### src/rtl/core/sds_pkg.sv
// package with types and constants shared by the scan disk scheduler modules
`timescale 1ns / 1ps

package sds_pkg;

  localparam int MAX_REQUESTS  = 32;
  localparam int CYLINDER_BITS = 16;
  localparam int IDX_W         = $clog2(MAX_REQUESTS);
  localparam int CNT_W         = $clog2(MAX_REQUESTS + 1);
  localparam int TOTAL_W       = 22;

  typedef struct packed {
    logic [15:0] cylinder;
    logic        last_request;
  } req_t;

  typedef struct packed {
    logic [15:0]        target;
    logic [15:0]        distance;
    logic [TOTAL_W-1:0] running_total;
    logic               final_move;
    logic               dropped;
  } move_t;

  // commands from controller to datapath
  typedef struct packed {
    logic insert;
    logic sweep_init;
    logic idx_inc;
    logic idx_dec;
    logic save_split;
    logic idx_from_split;
    logic rd_prev;
    logic emit;
    logic emit_zero;
    logic final_move;
    logic batch_clear;
  } ctrl_cmd_t;

  // status from datapath to controller
  typedef struct packed {
    logic find_more;
    logic idx_zero;
    logic split_is_count;
    logic up_last;
    logic slot_free;
  } dp_status_t;

endpackage

### src/rtl/core/sds_datapath.sv
// datapath: sorted request store, head and total registers, output register
`timescale 1ns / 1ps

module sds_datapath (
  input  logic                clk,
  input  logic                rst,
  input  sds_pkg::ctrl_cmd_t  cmd,
  input  sds_pkg::req_t       req,
  input  logic                cfg_valid,
  input  logic [15:0]         cfg_data,
  input  logic                mv_stall,
  output logic                mv_valid,
  output sds_pkg::move_t      mv,
  output sds_pkg::dp_status_t st
);

  logic [sds_pkg::CYLINDER_BITS-1:0] store [sds_pkg::MAX_REQUESTS];
  logic [sds_pkg::CYLINDER_BITS-1:0] store_next [sds_pkg::MAX_REQUESTS];
  logic [sds_pkg::MAX_REQUESTS-1:0]  gt;
  logic [sds_pkg::CNT_W-1:0]         count;
  logic                              overflow;
  logic [sds_pkg::CNT_W-1:0]         idx;
  logic [sds_pkg::CNT_W-1:0]         split;
  logic [sds_pkg::CYLINDER_BITS-1:0] head;
  logic [sds_pkg::CYLINDER_BITS-1:0] start_cyl;
  logic [sds_pkg::TOTAL_W-1:0]       total;
  logic [sds_pkg::TOTAL_W-1:0]       total_next;
  logic [sds_pkg::CYLINDER_BITS-1:0] new_cyl;
  logic [sds_pkg::CNT_W-1:0]         rd_full;
  logic [sds_pkg::IDX_W-1:0]         rd_addr;
  logic [sds_pkg::CYLINDER_BITS-1:0] rd_data;
  logic [sds_pkg::CYLINDER_BITS-1:0] tgt;
  logic [sds_pkg::CYLINDER_BITS-1:0] step_dist;
  logic                              store_full;

  assign new_cyl    = req.cylinder[sds_pkg::CYLINDER_BITS-1:0];
  assign store_full = (count == sds_pkg::CNT_W'(sds_pkg::MAX_REQUESTS));

  // insertion cells: every entry above the insert point shifts up by one
  always_comb begin
    for (int i = 0; i < sds_pkg::MAX_REQUESTS; i++) begin
      gt[i] = (sds_pkg::CNT_W'(i) >= count) || (store[i] > new_cyl);
    end
    for (int i = 0; i < sds_pkg::MAX_REQUESTS; i++) begin
      if (!gt[i]) begin
        store_next[i] = store[i];
      end else if (i != 0 && gt[(i == 0) ? 0 : i - 1]) begin
        store_next[i] = store[(i == 0) ? 0 : i - 1];
      end else begin
        store_next[i] = new_cyl;
      end
    end
  end

  always_ff @(posedge clk) begin
    if (cmd.insert && !store_full) begin
      for (int i = 0; i < sds_pkg::MAX_REQUESTS; i++) begin
        store[i] <= store_next[i];
      end
    end
  end

  // read port for the sweep
  assign rd_full = cmd.rd_prev ? (idx - sds_pkg::CNT_W'(1)) : idx;
  assign rd_addr = rd_full[sds_pkg::IDX_W-1:0];
  assign rd_data = store[rd_addr];

  // move arithmetic
  assign tgt        = cmd.emit_zero ? '0 : rd_data;
  assign step_dist  = (tgt > head) ? (tgt - head) : (head - tgt);
  assign total_next = total + sds_pkg::TOTAL_W'(step_dist);

  // batch count and overflow flag
  always_ff @(posedge clk) begin
    if (rst) begin
      count    <= '0;
      overflow <= 1'b0;
    end else if (cmd.batch_clear) begin
      count    <= '0;
      overflow <= 1'b0;
    end else if (cmd.insert) begin
      if (store_full) begin
        overflow <= 1'b1;
      end else begin
        count <= count + sds_pkg::CNT_W'(1);
      end
    end
  end

  // start position register
  always_ff @(posedge clk) begin
    if (rst) begin
      start_cyl <= '0;
    end else if (cfg_valid) begin
      start_cyl <= cfg_data[sds_pkg::CYLINDER_BITS-1:0];
    end
  end

  // sweep pointer and split point
  always_ff @(posedge clk) begin
    if (rst) begin
      idx   <= '0;
      split <= '0;
    end else begin
      if (cmd.sweep_init) begin
        idx <= '0;
      end else if (cmd.idx_from_split) begin
        idx <= split;
      end else if (cmd.idx_inc) begin
        idx <= idx + sds_pkg::CNT_W'(1);
      end else if (cmd.idx_dec) begin
        idx <= idx - sds_pkg::CNT_W'(1);
      end
      if (cmd.save_split) begin
        split <= idx;
      end
    end
  end

  // head position and running total
  always_ff @(posedge clk) begin
    if (rst) begin
      head  <= '0;
      total <= '0;
    end else if (cmd.sweep_init) begin
      head  <= start_cyl;
      total <= '0;
    end else if (cmd.emit) begin
      head  <= tgt;
      total <= total_next;
    end
  end

  // output register
  always_ff @(posedge clk) begin
    if (rst) begin
      mv_valid <= 1'b0;
    end else if (cmd.emit) begin
      mv_valid <= 1'b1;
    end else if (!mv_stall) begin
      mv_valid <= 1'b0;
    end
  end

  always_ff @(posedge clk) begin
    if (cmd.emit) begin
      mv.target        <= 16'(tgt);
      mv.distance      <= 16'(step_dist);
      mv.running_total <= total_next;
      mv.final_move    <= cmd.final_move;
      mv.dropped       <= overflow;
    end
  end

  // status to controller
  assign st.find_more      = (idx < count) && (rd_data <= head);
  assign st.idx_zero       = (idx == '0);
  assign st.split_is_count = (split == count);
  assign st.up_last        = ((idx + sds_pkg::CNT_W'(1)) == count);
  assign st.slot_free      = !mv_valid || !mv_stall;

endmodule

### src/rtl/core/sds_ctrl.sv
// controller: load, split search, downward pass, end stop, upward pass
`timescale 1ns / 1ps

module sds_ctrl (
  input  logic                clk,
  input  logic                rst,
  input  logic                req_valid,
  input  logic                last_request,
  input  sds_pkg::dp_status_t st,
  output logic                req_stall,
  output sds_pkg::ctrl_cmd_t  cmd
);

  localparam logic [2:0] ST_LOAD = 3'd0;
  localparam logic [2:0] ST_FIND = 3'd1;
  localparam logic [2:0] ST_DOWN = 3'd2;
  localparam logic [2:0] ST_ZERO = 3'd3;
  localparam logic [2:0] ST_UP   = 3'd4;

  logic [2:0] state;
  logic [2:0] state_next;

  assign req_stall = (state != ST_LOAD);

  // next state and command decode
  always_comb begin
    state_next = state;
    cmd        = '0;
    unique case (state)
      ST_LOAD: begin
        if (req_valid) begin
          cmd.insert = 1'b1;
          if (last_request) begin
            cmd.sweep_init = 1'b1;
            state_next     = ST_FIND;
          end
        end
      end
      ST_FIND: begin
        if (st.find_more) begin
          cmd.idx_inc = 1'b1;
        end else begin
          cmd.save_split = 1'b1;
          state_next     = ST_DOWN;
        end
      end
      ST_DOWN: begin
        cmd.rd_prev = 1'b1;
        if (st.idx_zero) begin
          state_next = ST_ZERO;
        end else if (st.slot_free) begin
          cmd.emit    = 1'b1;
          cmd.idx_dec = 1'b1;
        end
      end
      ST_ZERO: begin
        if (st.slot_free) begin
          cmd.emit       = 1'b1;
          cmd.emit_zero  = 1'b1;
          cmd.final_move = st.split_is_count;
          if (st.split_is_count) begin
            cmd.batch_clear = 1'b1;
            state_next      = ST_LOAD;
          end else begin
            cmd.idx_from_split = 1'b1;
            state_next         = ST_UP;
          end
        end
      end
      ST_UP: begin
        if (st.slot_free) begin
          cmd.emit       = 1'b1;
          cmd.idx_inc    = 1'b1;
          cmd.final_move = st.up_last;
          if (st.up_last) begin
            cmd.batch_clear = 1'b1;
            state_next      = ST_LOAD;
          end
        end
      end
      default: begin
        state_next = ST_LOAD;
      end
    endcase
  end

  always_ff @(posedge clk) begin
    if (rst) begin
      state <= ST_LOAD;
    end else begin
      state <= state_next;
    end
  end

endmodule

### src/rtl/core/scan_disk_scheduler_core.sv
// scan disk scheduler top level: requests in, head moves out
// a request without the last mark is stored and gives no move
// the last request starts a split search over the s requests at or below the head,
// then n+1 moves leave down to the end stop at 0 and back up, held while the output stalls
// requests load at one per cycle in the load state and are stalled until the sweep ends
// reset (synchronous) empties the batch, clears the output and sets start to 0
`timescale 1ns / 1ps

module scan_disk_scheduler_core (
  input  logic            clk,
  input  logic            rst,
  input  logic            req_valid,
  output logic            req_stall,
  input  sds_pkg::req_t   req,
  output logic            mv_valid,
  input  logic            mv_stall,
  output sds_pkg::move_t  mv,
  input  logic            cfg_valid,
  output logic            cfg_ready,
  input  logic [15:0]     cfg_data
);

  sds_pkg::ctrl_cmd_t  cmd;
  sds_pkg::dp_status_t st;

  // start register always takes a write
  assign cfg_ready = 1'b1;

  sds_ctrl u_ctrl (
    .clk          (clk),
    .rst          (rst),
    .req_valid    (req_valid),
    .last_request (req.last_request),
    .st           (st),
    .req_stall    (req_stall),
    .cmd          (cmd)
  );

  sds_datapath u_dp (
    .clk       (clk),
    .rst       (rst),
    .cmd       (cmd),
    .req       (req),
    .cfg_valid (cfg_valid && cfg_ready),
    .cfg_data  (cfg_data),
    .mv_stall  (mv_stall),
    .mv_valid  (mv_valid),
    .mv        (mv),
    .st        (st)
  );

endmodule

### config.mk
export PLATFORM = sky130hd
export DESIGN_NAME = scan_disk_scheduler_core
export DESIGN_NICKNAME = d
export VERILOG_FILES = /design/src/rtl/core/sds_pkg.sv /design/src/rtl/core/sds_datapath.sv /design/src/rtl/core/sds_ctrl.sv /design/src/rtl/core/scan_disk_scheduler_core.sv
export SDC_FILE = /design/constraint.sdc
export NUM_CORES = 2
export LEC_CHECK = 0
export ABC_AREA = 1
export BUFFER_PORTS_ARGS = -buffer_cell sky130_fd_sc_hd__buf_2
export CAP_MARGIN = 20
export CORE_ASPECT_RATIO = 1.75
export CORE_MARGIN = 5
export CORE_UTILIZATION = 30
export DETAILED_ROUTE_END_ITERATION = 8
export SYNTH_ARGS = -nofsm -noshare
export SYNTH_HDL_FRONTEND = slang
export SYNTH_HIERARCHICAL = 1
export SYNTH_SLANG_ARGS = --single-unit
### constraint.sdc
create_clock -name clk -period 7.4 [get_ports clk]
set_clock_uncertainty 0.15 [all_clocks]
set_input_delay 0.74 -clock clk [delete_from_list [all_inputs] [get_ports clk]]
set_output_delay 0.74 -clock clk [all_outputs]
set_load 0.05 [all_outputs]
==> impl_metrics.json <==
{
  "clock_latency_ps": 680,
  "grt_max_degree": 81,
  "drive_gt1_frac": 0.0714,
  "drc": 0,
  "tritoncts": "built",
  "finalSetupTns_ps": 0,
  "place_area_sq_um": 49300,
  "final_area_sq_um": 51700,
  "grt_overflow": 0,
  "tightest_slew_ps": 1130,
  "grt_use_total": 0.219,
  "globalplace.congestion": 0.976,
  "synth.most_common_cell": "nand2_1",
  "cap_violations": 0,
  "fmax_mhz": 146,
  "die_width_um": 307,
  "vias": 43201,
  "io_pins": 97,
  "maxSlewViolCount": 0,
  "syn_nets": 6365,
  "synthTopCellsByArea": "edfxtp_1, ha_1, nand2_1",
  "rsz0062_at_grt": "no",
  "grt_pass1_wl_mm": 267,
  "cp_common_cell": "nand2_1",
  "routed_wl_mm": 185,
  "first_iter_violations": 3957,
  "port_buffers": 95,
  "avgSynthCellArea_sq_um": 8.04,
  "dp_hpwl_mm": 139,
  "die_h_um": 529,
  "dieArea_sq_um": 162000,
  "worstPathArrival_ps": 7240,
  "synth.top_cells.by_count": "nand2_1, nand3_1, ha_1",
  "syn_area_sq_um": 46200,
  "ys_ff_latch": 645,
  "min_path_cells": 3,
  "yosys.area.top_type": "edfxtp_1",
  "cts_buffer_depth": 3,
  "rows": 190,
  "r2r.worst_path.cells": 36,
  "ys_types": 53,
  "stdcell_count": 7842,
  "post_drt_wl_per_cell_um": 23.6,
  "syn_inst": 5738,
  "yosysWarnings": 6,
  "peakVddDrop_uv": 638,
  "hold_viol": 0,
  "status": "finished, final reports clean",
  "ys_seq_area_frac": 0.403,
  "cts_inserted_buffers": 68,
  "cts.sinks": 645,
  "grt_pass1_vias": 42649,
  "critical_path_class": "reg -> reg",
  "crit_slowest_cell": "dfxtp_1",
  "placed_cells": 7709,
  "antenna_found_initial": 1,
  "root_buffer": "clkbuf_16",
  "core_area_sq_um": 153000,
  "setup_viol_count_final": 0,
  "worst-endpoint-required_ps": 7780,
  "critPathMaxStageDelay_ps": 450,
  "syn_to_final_growth_pct": 11.9,
  "synth_edf_count": 568,
  "path_clk_slew_ps": 60,
  "slew_headroom": 0.239,
  "first_pass_iters": 8,
  "yosys_most_used_dff": "edfxtp_1",
  "p_leak_nw": 22.9,
  "fin_crit_sh": 0.927,
  "cp-start-kind": "register",
  "post_drt_via_cell_ratio": 5.51,
  "fin_hold_ws_ps": 145,
  "yosysTopAreaCellShare": 0.370,
  "power_density_nw_per_um2": 493,
  "fin_crit_ps": 6860,
  "end_kind": "register",
  "htreeDepth": 3,
  "hp-class": "in -> reg",
  "start_util": 0.302,
  "cp_max_fo": 39,
  "finalNetCount": 6399,
  "synthArstFlopShare": 0,
  "ant_nets": 0
}
==> cells by family after synthesis <==
kind of cell | Yosys count | share of synthesized area
AOI/OAI and AO/OA | 1054 | 0.120
xor gates and xnor gates | 42 | 0.00797
and+or+nand+nor | 2776 | 0.253
DFF | 645 | 0.403
other | 1 | 0.0000812
buffers and inverters | 631 | 0.0556
adders and majority gates | 589 | 0.160
==> state kept, by name, summed over array words and instances (netlist names), 3 cells and up <==
register	flops
u_ctrl/state	3
u_dp/count	6
u_dp/head	16
u_dp/idx	6
u_dp/mv	56
u_dp/split	6
u_dp/start_cyl	16
u_dp/store	512
u_dp/total	22
==> layer usage <==
| layer | routed length (um) | track usage | vias up | share of wire |
|---|---|---|---|---|
| li1 | - | - | 20043 | - |
| met1 | 58700 | 0.203 | 20502 | 0.32 |
| met2 | 95500 | 0.415 | 1890 | 0.52 |
| met3 | 10700 | 0.0335 | 766 | 0.058 |
| met4 | 19900 | 0.188 | 0 | 0.11 |
| met5 | 0 | 0 | - | 0 |
==> path summary, 6_finish.rpt <==
check             slack, ps            start                 to
setup / recovery        540  u_ctrl/state[0]     u_dp/total[16]
hold / removal          150      cfg_data[4]  u_dp/start_cyl[4]
setup reg to reg        540  u_ctrl/state[0]     u_dp/total[16]
hold reg to reg         300    u_dp/overflow         u_dp/mv[0]
==> metrics by stage <==
step                power (mW)  utilization  worst slack (ps)
global placement          21.5        0.322               479
floorplan                 16.2            -              1040
CTS                       25.3        0.337               421
finish                    25.5        0.337               540
global route              27.1        0.337               100
detailed placement        21.6        0.322               453
==> what timing repair did <==
action                     4_1_cts  5_1_grt
hold endpoints to repair         0        0
hold buffers                     0        0
gates resized for setup          0        4
buffers inserted                 0        7
setup endpoints to repair        0       10
==> report_power, final <==
group	internal [mW]	switching, mW	leakage, nW
clock network	1.99	1.60	1.09
registers	5.93	1.27	5.96
logic	4.55	10.1	15.8
total	12.5	13.0	22.9
==> placed cells by master, fill, tap and decap left out, types with 7 or more instances in the layout <==
master and n:
a22oi_1 17, a31oi_1 14, xnor2_1 8, dfxtp_1 77
edfxtp_1 568, xor2_1 34, buf_4 128, clkinv_2 10
clkbuf_16 71, nand2_1 1616, o21ai_0 571, nand2_2 7
a21oi_1 371, buf_2 94, nor3_1 45, nand3_1 785
ha_1 586, clkinv_1 14, o21bai_1 7, o21a_1 9
nand4_1 36, nand3b_1 12, inv_2 28, nor2_1 249
o211ai_1 30, inv_1 313, buf_12 22, clkbuf_1 11
==> final cells by class <==
cell class / instances / area (sq um)
fill: 16035 / 101000
multi-input combinational: 4462 / 25100
sequential: 645 / 18600
tap: 2016 / 2520
timing repair buffer: 246 / 1890
clock buffer: 83 / 1830
inverter: 349 / 1320
clock inverter: 40 / 407
antenna: 1 / 2.50
==> critical path, delay by kind of cell, from the launching register on <==
family                     cells  cell delay [ps]
buffers and inverters          7             1080
AOI/OAI and AO/OA              7             1570
and+or+nand+nor               19             2320
DFF                            1              450
adders and majority gates      2              770
xor gates and xnor gates       1              260
(Power assumes the default switching activity.)
